<file path="src/sv/interval_action_scheduler_defines.svh">
// Assertion macros shared by the scheduler RTL.
// Uses the clk and arst_n names of the including module.
`ifndef INTERVAL_ACTION_SCHEDULER_DEFINES_SVH
`define INTERVAL_ACTION_SCHEDULER_DEFINES_SVH

// same-cycle implication
`define IAS_ASSERT_IMPL(name, ante, cons) \
	name: assert property (@(posedge clk) disable iff (!arst_n) (ante) |-> (cons)) \
		else $error("scheduler assertion failed (same cycle)");

// next-cycle implication
`define IAS_ASSERT_NEXT(name, ante, cons) \
	name: assert property (@(posedge clk) disable iff (!arst_n) (ante) |=> (cons)) \
		else $error("scheduler assertion failed (next cycle)");

`endif

</file>
<file path="src/sv/ias_pkg.sv">
// Types, codes and helper functions for the interval action scheduler.
// No dependencies; imported by every module of the block.
`timescale 1ns / 1ps
`default_nettype none

package ias_pkg;

	typedef enum logic [2:0] {
		ST_IDLE,
		ST_WRITE,
		ST_STATUS,
		ST_CHECK,
		ST_STOP,
		ST_SCAN,
		ST_RELEASE
	} state_t;

	// input word kinds
	localparam logic [1:0] KIND_WRITE = 2'd0;
	localparam logic [1:0] KIND_TICK  = 2'd1;
	localparam logic [1:0] KIND_STOP  = 2'd2;

	// action types
	localparam logic [1:0] ACT_STROKE     = 2'd0;
	localparam logic [1:0] ACT_KEY_DOWN   = 2'd1;
	localparam logic [1:0] ACT_CLICK      = 2'd2;
	localparam logic [1:0] ACT_MOUSE_DOWN = 2'd3;

	// event codes
	localparam logic [2:0] EV_NONE       = 3'd0;
	localparam logic [2:0] EV_STROKE     = 3'd1;
	localparam logic [2:0] EV_KEY_DOWN   = 3'd2;
	localparam logic [2:0] EV_KEY_UP     = 3'd3;
	localparam logic [2:0] EV_CLICK      = 3'd4;
	localparam logic [2:0] EV_MOUSE_DOWN = 3'd5;
	localparam logic [2:0] EV_MOUSE_UP   = 3'd6;

	// configuration register indexes
	localparam logic CFG_RUN_ONCE     = 1'b0;
	localparam logic CFG_ACTION_COUNT = 1'b1;
	localparam int   CFG_DW           = 5;

	typedef struct packed {
		logic [1:0]  act;
		logic [7:0]  key;
		logic [2:0]  button;
		logic [15:0] mods;
		logic [23:0] interval;
		logic [23:0] post_delay;
	} entry_t;

	typedef struct packed {
		logic [2:0]  res;
		logic [7:0]  key;
		logic [2:0]  button;
		logic [15:0] mods;
		logic        running;
		logic        last;
	} result_t;

	typedef struct packed {
		logic ent_we;
		logic lf_we;
		logic nz_clr_one;
		logic nz_clr_used;
		logic rd_en;
	} tbl_ctrl_t;

	typedef struct packed {
		logic        borrow;
		logic        below;
		logic [31:0] sum;
	} unit_res_t;

	function automatic logic [2:0] fire_code(input logic [1:0] act);
		logic [2:0] code;
		case (act)
			ACT_STROKE:   code = EV_STROKE;
			ACT_KEY_DOWN: code = EV_KEY_DOWN;
			ACT_CLICK:    code = EV_CLICK;
			default:      code = EV_MOUSE_DOWN;
		endcase
		return code;
	endfunction

endpackage

`default_nettype wire

</file>
<file path="src/sv/interval_action_scheduler.sv">
// Interval action scheduler: input word sequencer, output register, config regs.
// Depends on ias_pkg, ias_table, ias_unit and interval_action_scheduler_defines.svh.
//
// Usage:
//  Input channel (in_valid / in_stall) takes one word at a time: a table write,
//  a tick carrying now_ms, or a stop. in_stall stays high from acceptance until
//  the last result word of that input is in the output register.
//  Output channel (out_valid / out_stall) carries result words; last marks the
//  final word of each input. A tick gives one word, a stop one word per held
//  entry (at least one).
//  The table is scanned one entry per cycle through the shared time unit and the
//  registered read port of the entry memory; that scan sets the rate.
//  When the receiver stalls, the scan holds on the pending word; a new input is
//  taken while a finished result still sits in the output register.
//  Reset clears config registers, block-until and all fired stamps; table
//  contents are undefined until written. Config is to be written via cfg_we
//  only while idle; the block itself does not enforce this.
`timescale 1ns / 1ps
`default_nettype none
`include "interval_action_scheduler_defines.svh"

module interval_action_scheduler import ias_pkg::*; #(
	parameter int MAX_ENTRIES = 16
) (
	input  wire logic              clk,
	input  wire logic              arst_n,
	input  wire logic              cfg_we,
	input  wire logic              cfg_index,
	input  wire logic [CFG_DW-1:0] cfg_data,
	input  wire logic              in_valid,
	output logic                   in_stall,
	input  wire logic [1:0]        kind,
	input  wire logic [3:0]        entry_index,
	input  wire logic [1:0]        action_type,
	input  wire logic [7:0]        key_code,
	input  wire logic [2:0]        mouse_button,
	input  wire logic [15:0]       modifiers,
	input  wire logic [23:0]       interval_ms,
	input  wire logic [23:0]       post_delay_ms,
	input  wire logic [31:0]       now_ms,
	output logic                   out_valid,
	input  wire logic              out_stall,
	output logic [2:0]             event_res,
	output logic [7:0]             event_key,
	output logic [2:0]             event_button,
	output logic [15:0]            event_mods,
	output logic                   running,
	output logic                   last
);

	localparam int IW = (MAX_ENTRIES > 1) ? $clog2(MAX_ENTRIES) : 1;
	localparam int CW = $clog2(MAX_ENTRIES + 1);

	state_t        state_q, state_d;
	logic          run_once_q;
	logic [4:0]    action_count_q;
	logic [31:0]   block_until_q;
	logic [1:0]    item_kind_q;
	logic [3:0]    item_idx_q;
	entry_t        item_entry_q;
	logic [31:0]   item_now_q;
	logic [CW-1:0] cnt;
	logic [CW-1:0] rd_ptr_q;
	logic [IW-1:0] ev_ptr_s1;
	logic          ev_vld_s1;
	logic          pend_vld_q;
	result_t       pend_q;
	logic          out_valid_q;
	result_t       out_q;

	logic          in_accept, out_free, issue_ok, idx_ok, status_run;
	logic          advance, out_load, fire_go, pend_load, stop_go;
	logic          mouse, is_rel;
	result_t       out_d, fire_res, rel_res;
	tbl_ctrl_t     ctrl;
	entry_t        rd_entry;
	logic [31:0]   rd_lf, unit_b;
	logic          nz_sel, all_fired;
	unit_res_t     ures;

	always_comb begin
		if (32'(action_count_q) > MAX_ENTRIES) begin
			cnt = CW'(MAX_ENTRIES);
		end else begin
			cnt = CW'(action_count_q);
		end
	end

	assign in_stall   = (state_q != ST_IDLE);
	assign in_accept  = in_valid && !in_stall;
	assign out_free   = !out_valid_q || !out_stall;
	assign issue_ok   = rd_ptr_q < cnt;
	assign idx_ok     = 32'(item_idx_q) < MAX_ENTRIES;
	assign status_run = !(run_once_q && all_fired);
	assign unit_b     = (state_q == ST_CHECK) ? block_until_q : rd_lf;

	ias_table #(.MAX_ENTRIES(MAX_ENTRIES)) u_table (
		.clk       (clk),
		.arst_n    (arst_n),
		.ctrl      (ctrl),
		.wr_addr   (IW'(item_idx_q)),
		.wr_entry  (item_entry_q),
		.rd_addr   (rd_ptr_q[IW-1:0]),
		.sel_addr  (ev_ptr_s1),
		.lf_data   (item_now_q),
		.cnt       (cnt),
		.rd_entry  (rd_entry),
		.rd_lf     (rd_lf),
		.nz_sel    (nz_sel),
		.all_fired (all_fired)
	);

	ias_unit u_unit (
		.a   (item_now_q),
		.b   (unit_b),
		.lim (rd_entry.interval),
		.add (rd_entry.post_delay),
		.res (ures)
	);

	// event words built from the entry under evaluation
	always_comb begin
		mouse           = rd_entry.act[1];
		is_rel          = rd_entry.act inside {ACT_KEY_DOWN, ACT_MOUSE_DOWN};
		fire_res.res    = fire_code(rd_entry.act);
		fire_res.key    = mouse ? 8'd0 : rd_entry.key;
		fire_res.button = mouse ? rd_entry.button : 3'd0;
		fire_res.mods   = rd_entry.mods;
		fire_res.running = 1'b1;
		fire_res.last   = 1'b1;
		rel_res.res     = mouse ? EV_MOUSE_UP : EV_KEY_UP;
		rel_res.key     = mouse ? 8'd0 : rd_entry.key;
		rel_res.button  = mouse ? rd_entry.button : 3'd0;
		rel_res.mods    = rd_entry.mods;
		rel_res.running = (cnt != '0);
		rel_res.last    = 1'b0;
	end

	always_comb begin
		state_d   = state_q;
		ctrl      = '0;
		advance   = 1'b0;
		out_load  = 1'b0;
		out_d     = '0;
		fire_go   = 1'b0;
		pend_load = 1'b0;
		stop_go   = 1'b0;
		case (state_q)
			ST_IDLE: begin
				if (in_accept) begin
					case (kind)
						KIND_WRITE: state_d = ST_WRITE;
						KIND_TICK:  state_d = ST_CHECK;
						KIND_STOP:  state_d = ST_STOP;
						default:    state_d = ST_STATUS;
					endcase
				end
			end
			ST_WRITE: begin
				if (idx_ok) begin
					ctrl.ent_we     = 1'b1;
					ctrl.nz_clr_one = 1'b1;
				end
				state_d = ST_STATUS;
			end
			ST_STATUS: begin
				if (out_free) begin
					out_load      = 1'b1;
					out_d.running = status_run;
					out_d.last    = 1'b1;
					state_d       = ST_IDLE;
				end
			end
			ST_CHECK: begin
				if (ures.borrow) begin
					if (out_free) begin
						out_load      = 1'b1;
						out_d.running = 1'b1;
						out_d.last    = 1'b1;
						state_d       = ST_IDLE;
					end
				end else if (run_once_q && all_fired) begin
					if (out_free) begin
						out_load   = 1'b1;
						out_d.last = 1'b1;
						state_d    = ST_IDLE;
					end
				end else begin
					state_d = ST_SCAN;
				end
			end
			ST_STOP: begin
				ctrl.nz_clr_used = 1'b1;
				stop_go          = 1'b1;
				state_d          = ST_RELEASE;
			end
			ST_SCAN: begin
				if (ev_vld_s1 && !(run_once_q && nz_sel) && !ures.below) begin
					if (out_free) begin
						out_load   = 1'b1;
						out_d      = fire_res;
						fire_go    = 1'b1;
						ctrl.lf_we = 1'b1;
						state_d    = ST_IDLE;
					end
				end else if (ev_vld_s1 || issue_ok) begin
					advance = 1'b1;
				end else if (out_free) begin
					out_load      = 1'b1;
					out_d.running = 1'b1;
					out_d.last    = 1'b1;
					state_d       = ST_IDLE;
				end
			end
			ST_RELEASE: begin
				// one release word is held back so the final one can carry last
				if (ev_vld_s1 && is_rel) begin
					if (!pend_vld_q) begin
						pend_load = 1'b1;
						advance   = 1'b1;
					end else if (out_free) begin
						out_load  = 1'b1;
						out_d     = pend_q;
						pend_load = 1'b1;
						advance   = 1'b1;
					end
				end else if (ev_vld_s1 || issue_ok) begin
					advance = 1'b1;
				end else if (out_free) begin
					out_load = 1'b1;
					if (pend_vld_q) begin
						out_d = pend_q;
					end else begin
						out_d.running = (cnt != '0);
					end
					out_d.last = 1'b1;
					state_d    = ST_IDLE;
				end
			end
			default: state_d = ST_IDLE;
		endcase
		ctrl.rd_en = advance && issue_ok;
	end

	always_ff @(posedge clk or negedge arst_n) begin
		if (!arst_n) begin
			state_q        <= ST_IDLE;
			out_valid_q    <= 1'b0;
			run_once_q     <= 1'b0;
			action_count_q <= '0;
			block_until_q  <= '0;
			rd_ptr_q       <= '0;
			ev_vld_s1      <= 1'b0;
			pend_vld_q     <= 1'b0;
		end else begin
			state_q <= state_d;
			if (out_load) begin
				out_valid_q <= 1'b1;
			end else if (!out_stall) begin
				out_valid_q <= 1'b0;
			end
			if (cfg_we) begin
				case (cfg_index)
					CFG_RUN_ONCE:     run_once_q     <= cfg_data[0];
					CFG_ACTION_COUNT: action_count_q <= cfg_data;
					default: ;
				endcase
			end
			if (stop_go) begin
				block_until_q <= '0;
			end else if (fire_go && (rd_entry.post_delay != 24'd0)) begin
				block_until_q <= ures.sum;
			end
			if (in_accept) begin
				rd_ptr_q   <= '0;
				ev_vld_s1  <= 1'b0;
				pend_vld_q <= 1'b0;
			end else begin
				if (advance) begin
					if (issue_ok) begin
						rd_ptr_q  <= rd_ptr_q + CW'(1);
						ev_vld_s1 <= 1'b1;
					end else begin
						ev_vld_s1 <= 1'b0;
					end
				end
				if (pend_load) begin
					pend_vld_q <= 1'b1;
				end
			end
		end
	end

	always_ff @(posedge clk) begin
		if (in_accept) begin
			item_kind_q             <= kind;
			item_idx_q              <= entry_index;
			item_entry_q.act        <= action_type;
			item_entry_q.key        <= key_code;
			item_entry_q.button     <= mouse_button;
			item_entry_q.mods       <= modifiers;
			item_entry_q.interval   <= interval_ms;
			item_entry_q.post_delay <= post_delay_ms;
			item_now_q              <= now_ms;
		end
		if (advance && issue_ok) begin
			ev_ptr_s1 <= rd_ptr_q[IW-1:0];
		end
		if (pend_load) begin
			pend_q <= rel_res;
		end
		if (out_load) begin
			out_q <= out_d;
		end
	end

	assign out_valid    = out_valid_q;
	assign event_res    = out_q.res;
	assign event_key    = out_q.key;
	assign event_button = out_q.button;
	assign event_mods   = out_q.mods;
	assign running      = out_q.running;
	assign last         = out_q.last;

	// item kind is kept for debug visibility of the word in flight
	`IAS_ASSERT_IMPL(a_kind_matches_state, (state_q == ST_SCAN) || (state_q == ST_CHECK), item_kind_q == KIND_TICK)
	`IAS_ASSERT_IMPL(a_ptr_in_range, ev_vld_s1 && ((state_q == ST_SCAN) || (state_q == ST_RELEASE)), 32'(ev_ptr_s1) < 32'(cnt))
	`IAS_ASSERT_IMPL(a_rd_ptr_bound, (state_q == ST_SCAN) || (state_q == ST_RELEASE), rd_ptr_q <= cnt)
	`IAS_ASSERT_NEXT(a_last_ends_item, out_load && out_d.last, state_q == ST_IDLE)

endmodule

`default_nettype wire

</file>
<file path="src/sv/ias_table.sv">
// Action table: entry memory, last-fired memory and per-entry nonzero-stamp flags.
// Depends on ias_pkg.
`timescale 1ns / 1ps
`default_nettype none

module ias_table import ias_pkg::*; #(
	parameter int MAX_ENTRIES = 16,
	localparam int IW = (MAX_ENTRIES > 1) ? $clog2(MAX_ENTRIES) : 1,
	localparam int CW = $clog2(MAX_ENTRIES + 1)
) (
	input  wire logic          clk,
	input  wire logic          arst_n,
	input  wire tbl_ctrl_t     ctrl,
	input  wire logic [IW-1:0] wr_addr,
	input  wire entry_t        wr_entry,
	input  wire logic [IW-1:0] rd_addr,
	input  wire logic [IW-1:0] sel_addr,
	input  wire logic [31:0]   lf_data,
	input  wire logic [CW-1:0] cnt,
	output entry_t             rd_entry,
	output logic [31:0]        rd_lf,
	output logic               nz_sel,
	output logic               all_fired
);

	entry_t             ent_mem [MAX_ENTRIES];
	logic [31:0]        lf_mem [MAX_ENTRIES];
	entry_t             rd_ent_q;
	logic [31:0]        rd_lf_q;
	logic [MAX_ENTRIES-1:0] nz_q;

	always_ff @(posedge clk) begin
		if (ctrl.ent_we) begin
			ent_mem[wr_addr] <= wr_entry;
		end
		if (ctrl.lf_we) begin
			lf_mem[sel_addr] <= lf_data;
		end
		if (ctrl.rd_en) begin
			rd_ent_q <= ent_mem[rd_addr];
			rd_lf_q  <= lf_mem[rd_addr];
		end
	end

	// a stamp of zero reads as never fired
	always_ff @(posedge clk or negedge arst_n) begin
		if (!arst_n) begin
			nz_q <= '0;
		end else begin
			for (int i = 0; i < MAX_ENTRIES; i++) begin
				if (ctrl.nz_clr_used && (CW'(i) < cnt)) begin
					nz_q[i] <= 1'b0;
				end
				if (ctrl.nz_clr_one && (wr_addr == IW'(i))) begin
					nz_q[i] <= 1'b0;
				end
				if (ctrl.lf_we && (sel_addr == IW'(i))) begin
					nz_q[i] <= (lf_data != 32'd0);
				end
			end
		end
	end

	always_comb begin
		all_fired = 1'b1;
		for (int i = 0; i < MAX_ENTRIES; i++) begin
			if ((CW'(i) < cnt) && !nz_q[i]) begin
				all_fired = 1'b0;
			end
		end
	end

	assign nz_sel   = nz_q[sel_addr];
	assign rd_lf    = nz_sel ? rd_lf_q : 32'd0;
	assign rd_entry = rd_ent_q;

endmodule

`default_nettype wire

</file>
<file path="src/sv/ias_unit.sv">
// Shared time unit: wrapped subtract with borrow, compare against a limit, add.
// Depends on ias_pkg.
`timescale 1ns / 1ps
`default_nettype none

module ias_unit import ias_pkg::*; (
	input  wire logic [31:0] a,
	input  wire logic [31:0] b,
	input  wire logic [23:0] lim,
	input  wire logic [23:0] add,
	output unit_res_t        res
);

	logic [32:0] diff;

	assign diff       = {1'b0, a} - {1'b0, b};
	assign res.borrow = diff[32];
	assign res.below  = diff[31:0] < {8'd0, lim};
	assign res.sum    = a + {8'd0, add};

endmodule

`default_nettype wire

</file>
<file path="config.mk">
export PLATFORM = sky130hd
export DESIGN_NAME = interval_action_scheduler
export DESIGN_NICKNAME = d
export VERILOG_FILES = /design/src/sv/ias_pkg.sv /design/src/sv/interval_action_scheduler.sv /design/src/sv/ias_table.sv /design/src/sv/ias_unit.sv
export VERILOG_INCLUDE_DIRS = /design/src /design/src/sv
export SDC_FILE = /design/constraint.sdc
export NUM_CORES = 2
export LEC_CHECK = 0
export BUFFER_PORTS_ARGS = -buffer_cell sky130_fd_sc_hd__buf_4
export CAP_MARGIN = 10
export CORE_MARGIN = 1.5
export CORE_UTILIZATION = 62
export CTS_CLUSTER_DIAMETER = 50
export DETAILED_ROUTE_END_ITERATION = 8
export PLACE_DENSITY = 0.9
export RECOVER_POWER = 50
export SKIP_CTS_REPAIR_TIMING = 1
export SLEW_MARGIN = 20
export SYNTH_ARGS = -nofsm -noshare
export SYNTH_HDL_FRONTEND = slang
export SYNTH_HIERARCHICAL = 1
export SYNTH_SLANG_ARGS = --single-unit
</file>
<file path="constraint.sdc">
create_clock -name clk -period 12.85 [get_ports clk]
set_input_delay 0.6425 -clock clk [delete_from_list [all_inputs] [get_ports clk]]
set_output_delay 0.6425 -clock clk [all_outputs]
set_load 0.01 [all_outputs]
</file>
Yosys cells after proc, flatten, opt, wreduce, memory -nomap -nowiden
Memories as Yosys holds them, arrays and structs flattened. A register that Yosys moved wholly into a read port is not among the register bits.
Cells that the tools add are included.
Word-level totals
  register bits: 245
  bits in latches: 0
  memory bits (writable): 1744
  bits in read-only memories: 0
  bits of input ports: 126
  word-level logic and storage cells: 378
  memories kept: 2
Memories
  u_table.ent_mem: depth 16, width 77, rd ports 1, clocked after Yosys merged registers in 1, write ports 1, line ias_table.sv:26  | entry_t ent_mem [MAX_ENTRIES];
  u_table.lf_mem: depth 16, width 32, rd ports 1, clocked after Yosys merged registers in 1, write ports 1, line ias_table.sv:27  | logic [31:0] lf_mem [MAX_ENTRIES];
Operators by class
  add/sub/neg operators: 3
  multipliers: 0
  div/mod/pow operators: 0
  magnitude comparators: 20
  eq/ne operators: 44
  shift operators: 0
  muxes and demuxes: 134
  bitwise logic cells: 1
  reduce and logical (&&, ||, !) cells: 130
Operators with widths (count)
  $mux W32: 10
  $mux W1: 96
  $logic_and A1 B1 Y1: 72
  $eq A4 B4 Y1 const B: 16
  $mux W30: 2
  $pmux W30 S2: 1
  $reduce_bool A3 Y1: 17
  $lt A4 B5 Y1 const A: 8
  $sub A32 B32 Y33: 1
  $add A32 B24 Y32: 1
  $eq A4 B3 Y1 const B: 8
  $lt A32 B24 Y1: 1
  $reduce_bool A32 Y1: 1
  $mux W3: 9
  $reduce_bool A24 Y1: 1
  $logic_not A1 Y1: 22
  $pmux W3 S7: 1
  $lt A3 B5 Y1 const A: 4
  $mux W5: 4
  $pmux W3 S3: 2
  $eq A4 B2 Y1 const B: 4
  $lt A1 B5 Y1 const A: 2
  $lt A2 B5 Y1 const A: 2
  $reduce_bool A2 Y1: 5
  25 further kinds: 42

Depth between registers and ports, before layout
  word-level depth: 25
  depth in mapped cells: 35
  mapped depth without buffers: 32

Cells and area by module
Netlist, hierarchy kept.
By module, submodules not included
  ias_table: times used 1, cells an instance 3010, area each 70194.8 um^2, sequential area each 56043.8 um^2
  interval_action_scheduler: times used 1, cells an instance 553, area each 8723.4 um^2, sequential area each 6601.3 um^2
  ias_unit: times used 1, cells an instance 541, area each 3706.1 um^2, sequential area each 0.0 um^2

Least setup slack after synthesis
OpenSTA, ideal clock, no wires.
  path kind: reg2reg
  start: register ev_ptr_s1[1]
  end: register rd_ptr_q[3]
  library setup time: 0.132 ns
  data arrival time: 9.227 ns
  required time: 12.718 ns
  slack: 3.490 ns
  cell stages (with the launch flop): 34
  buffers on the path: 2
  period minus slack after synthesis: 9.360 ns
  path through: edfxtp_1 buf_2 buf_4 mux2i_1 a22oi_1 nand3_1 a21boi_0 mux2_2 ha_1 inv_1 fa_1 a211oi_1 o21ai_0 o311ai_0 a21oi_1 nand2_1 o21ai_0 a31oi_1 xnor2_1 ha_1 nand2_1 o21ai_0 a21oi_1 o211ai_1 nor2_1 o211ai_1 nor4_1 nand4_1 nor3_2 nand2b_1 o21ai_0 a21oi_2 nand4_1 mux2i_1
RTL lines
  from (decl): line interval_action_scheduler.sv:64  | logic [IW-1:0] ev_ptr_s1;
  from (signal assigned): line interval_action_scheduler.sv:307  | ev_ptr_s1 <= rd_ptr_q[IW-1:0];
  to (signal assigned): line interval_action_scheduler.sv:281  | rd_ptr_q <= rd_ptr_q + CW'(1);
  to (decl): line interval_action_scheduler.sv:63  | logic [CW-1:0] rd_ptr_q;

==> impl_metrics.py <==
metrics = {
    "synthesis": {
        "synth_cell_types": 77,
        "synth-main-ff-cell": "edfxtp_1",
        "synthCells": 4104,
        "ys_seq_area_share_pct": 75.8,
        "async_reset_ff_share_pct": 3.10,
        "ys_ff_latch": 2097,
        "synth-edff-count": 2032,
        "ys_top_cells_by_area": "edfxtp_1 (74%), mux4_2 (12%), dfrtp_1 (2.0%)",
        "yosys.cell_count.top_type": "edfxtp_1",
        "synth_fp_nets": 4319,
        "synth.avg_cell_area_um2": 20.1,
        "synth_top_area_cell": "edfxtp_1",
        "synth_commonest_cells": "edfxtp_1 (2032), mux4_2 (436), a22oi_1 (181)",
        "synthesis.area_um2": 82600,
        "yosysWarnings": 6,
        "synth_top_area_share_pct": 73.9,
    },
    "worst_setup_path": {
        "crit_top_cell": "o21ai_0",
        "critPathCaptureType": "flop",
        "cpPeakStageDelay_ns": 0.99,
        "required_ns": 13.54,
        "critical_path_peak_fanout": 36,
        "worstSetupStartpointType": "flop",
        "r2r_setup_slack_ns": 3.40,
        "worstPathArrival_ns": 10.15,
        "worstSetupPathType": "reg -> reg",
        "slowest_stage": "nor2_4",
    },
    "detailed_routing": {
        "drtAntennaViolNets": 0,
        "wl_per_cell_um": 37.6,
        "dr.pass1.iters": 7,
        "vias_per_cell": 7.28,
        "wl_um": 241000,
        "vias": 46600,
        "drt_iter0_drc": 8637,
        "drc_errors": 0,
    },
    "cts": {
        "clock-sinks": 2097,
        "cts_tree": "built",
        "root_buffer": "clkbuf_16",
        "clk_pin_slew_ns": 0.06,
        "clockBufferDepth": 3,
        "insertion_delay_ns": 0.88,
        "cts_inserted_buffers": 200,
        "htree_levels": 4,
    },
    "floorplan": {
        "core_region_area_um2": 132000,
        "fp.dieH_um": 368,
        "dieArea_um2": 135000,
        "num_rows": 133,
        "ios": 160,
        "initial_utilization_pct": 62.7,
        "die_w_um": 368,
    },
    "global_routing": {
        "grt_pass1_vias": 46400,
        "gr-total-overflow": 0,
        "antenna_found_initial": 13,
        "grt_start_max_net_pins": 136,
        "grt_pass1_wl_um": 333000,
        "grt_usage_pct": 34.9,
    },
    "final_layout": {
        "fin_util_pct": 70.8,
        "fill_cells": 7188,
        "finalInstanceArea_um2": 93400,
        "drive_gt1_share_pct": 21.8,
        "fin_cells": 6393,
        "final_net_count": 4690,
        "syn_to_final_growth_pct": 13.0,
    },
    "timing": {
        "layout_min_cycle_time_ns": 9.45,
        "setup_ws_ns": 3.40,
        "setup_viol": 0,
        "fin_crit_sh_pct": 73.6,
        "grt_setup_unrepaired": "no",
        "final.setup.tns_ns": 0,
        "slew_headroom_pct": -253,
        "hold_viol_final": 0,
        "slew_violations": 309,
        "max_freq_ghz": 0.106,
        "worstMarginPinSlew_ns": 5.27,
        "hold_slack_ns": 0.0508,
        "clock_skew_ns": 0.0830,
    },
    "status": {
        "outcome": "finished, violations left",
        "failed_checks": "max-capacitance violations, max-slew violations",
    },
    "place": {
        "place_congestion": 0.948,
        "portBuffers": 159,
        "dpl.hpwl_um": 122000,
        "dpl_cell_area_um2": 86100,
        "dpl_worst_slack_ns": 3.88,
        "dp.cells": 5917,
    },
    "power": {
        "pwr_density_cell_nw_per_um2": 198,
        "worst_ir_drop_vdd_mv": 0.174,
        "p_leak_nw": 30.0,
        "power_mw": 18.5,
    },
    "run": {
        "cap_violations": 8,
    },
    "min_path": {
        "hold_class": "in -> reg",
    },
}
## flip-flops by register name (all words and copies together), names as in the netlist, 4 cells and up
| signal | count |
|---|---|
| u_table/ent_mem | 1232 |
| u_table/lf_mem | 512 |
| item_entry_q | 77 |
| u_table/rd_entry | 77 |
| block_until_q | 32 |
| item_now_q | 32 |
| u_table/rd_lf_q | 32 |
| pend_q | 30 |
| event_mods | 16 |
| u_table/nz_q | 16 |
| event_key | 8 |
| action_count_q | 5 |
| rd_ptr_q | 5 |
| ev_ptr_s1 | 4 |
| item_idx_q | 4 |
## where the power goes
part	internal [mW]	switching, mW	total (mW)
sequential	8.18	0.471	8.65
clock	3.19	2.74	5.93
combinational	1.57	2.35	3.92
## critical path, delay by kind of cell (launching register included)
family	cells	cell delay, ns
buffers and inverters	3	0.88
xor gates and xnor gates	1	0.11
adders and majority gates	3	0.88
DFF	1	0.82
and+or+nand+nor	10	3.08
muxes	2	0.34
AOI/OAI and AO/OA	13	3.22
## final timing paths
| path | start | cells past startpoint | endpoint |
|---|---|---|---|
| max | ev_ptr_s1[1] | 32 | u_table/nz_q[14] |
| min | cfg_data[4] | 2 | action_count_q[4] |
| max reg2reg | ev_ptr_s1[1] | 32 | u_table/nz_q[14] |
| min reg2reg | u_table/rd_entry[52] | 0 | pend_q[6] |
| max in group asynchronous | arst_n | 2 | block_until_q[7] |
| min in group asynchronous | arst_n | 2 | action_count_q[4] |
## layer usage
metal / track usage, % / share of wire, % / vias up
met5: 0 / 0.043 / -
met4: 16.4 / 5.6 / 14
met3: 9.41 / 14 / 923
met2: 56.6 / 49 / 4670
met1: 44.3 / 32 / 23300
li1: - / - / 17700
## placed cells by master, fill, tap and decap left out, types with 37 or more instances in the layout
cell | netlist | routed
a21boi_0 | 38 | 38
a21oi_1 | 70 | 70
a22oi_1 | 181 | 181
a22oi_2 | 40 | 40
buf_4 | 8 | 71
clkbuf_1 | 88 | 146
clkbuf_16 | 0 | 204
clkbuf_4 | 0 | 74
clkinv_1 | 1 | 40
dfrtp_1 | 65 | 65
dlygate4sd3_1 | 0 | 104
edfxtp_1 | 2032 | 2032
ha_1 | 87 | 87
inv_1 | 117 | 116
mux2_2 | 38 | 38
mux4_2 | 436 | 436
nand2_1 | 162 | 162
nand3_1 | 52 | 52
nor2_1 | 84 | 55
o21ai_0 | 71 | 71
o21ai_1 | 42 | 42
xnor2_1 | 37 | 37
## area by class of cell
type / instances / area [um^2] / share of cell area, %
clock inverter: 115 / 1140 / 1.22
clock buffer: 247 / 5310 / 5.68
antenna: 3 / 7.51 / 0.00804
inverter: 118 / 444 / 0.476
sequential: 2097 / 62600 / 67.1
timing repair buffer: 367 / 2790 / 2.99
tap: 1755 / 2200 / 2.35
multi-input combinational: 1691 / 18800 / 20.2
## kinds of logic (layout without fill, tap and decap cells)
kind of cell               count (synthesis)  count (layout)  share of synthesized area [%]
DFF                                     2097            2097                           75.8
AOI/OAI and AO/OA                        604             604                           5.30
muxes                                    490             490                           12.6
and+or+nand+nor                          457             457                           2.67
buffers and inverters                    316             847                           1.71
adders and majority gates                 89              89                           1.37
xor gates and xnor gates                  51              51                          0.541
other                                      0               3                              0
Note: power is estimated with default switching activity, not from simulation.
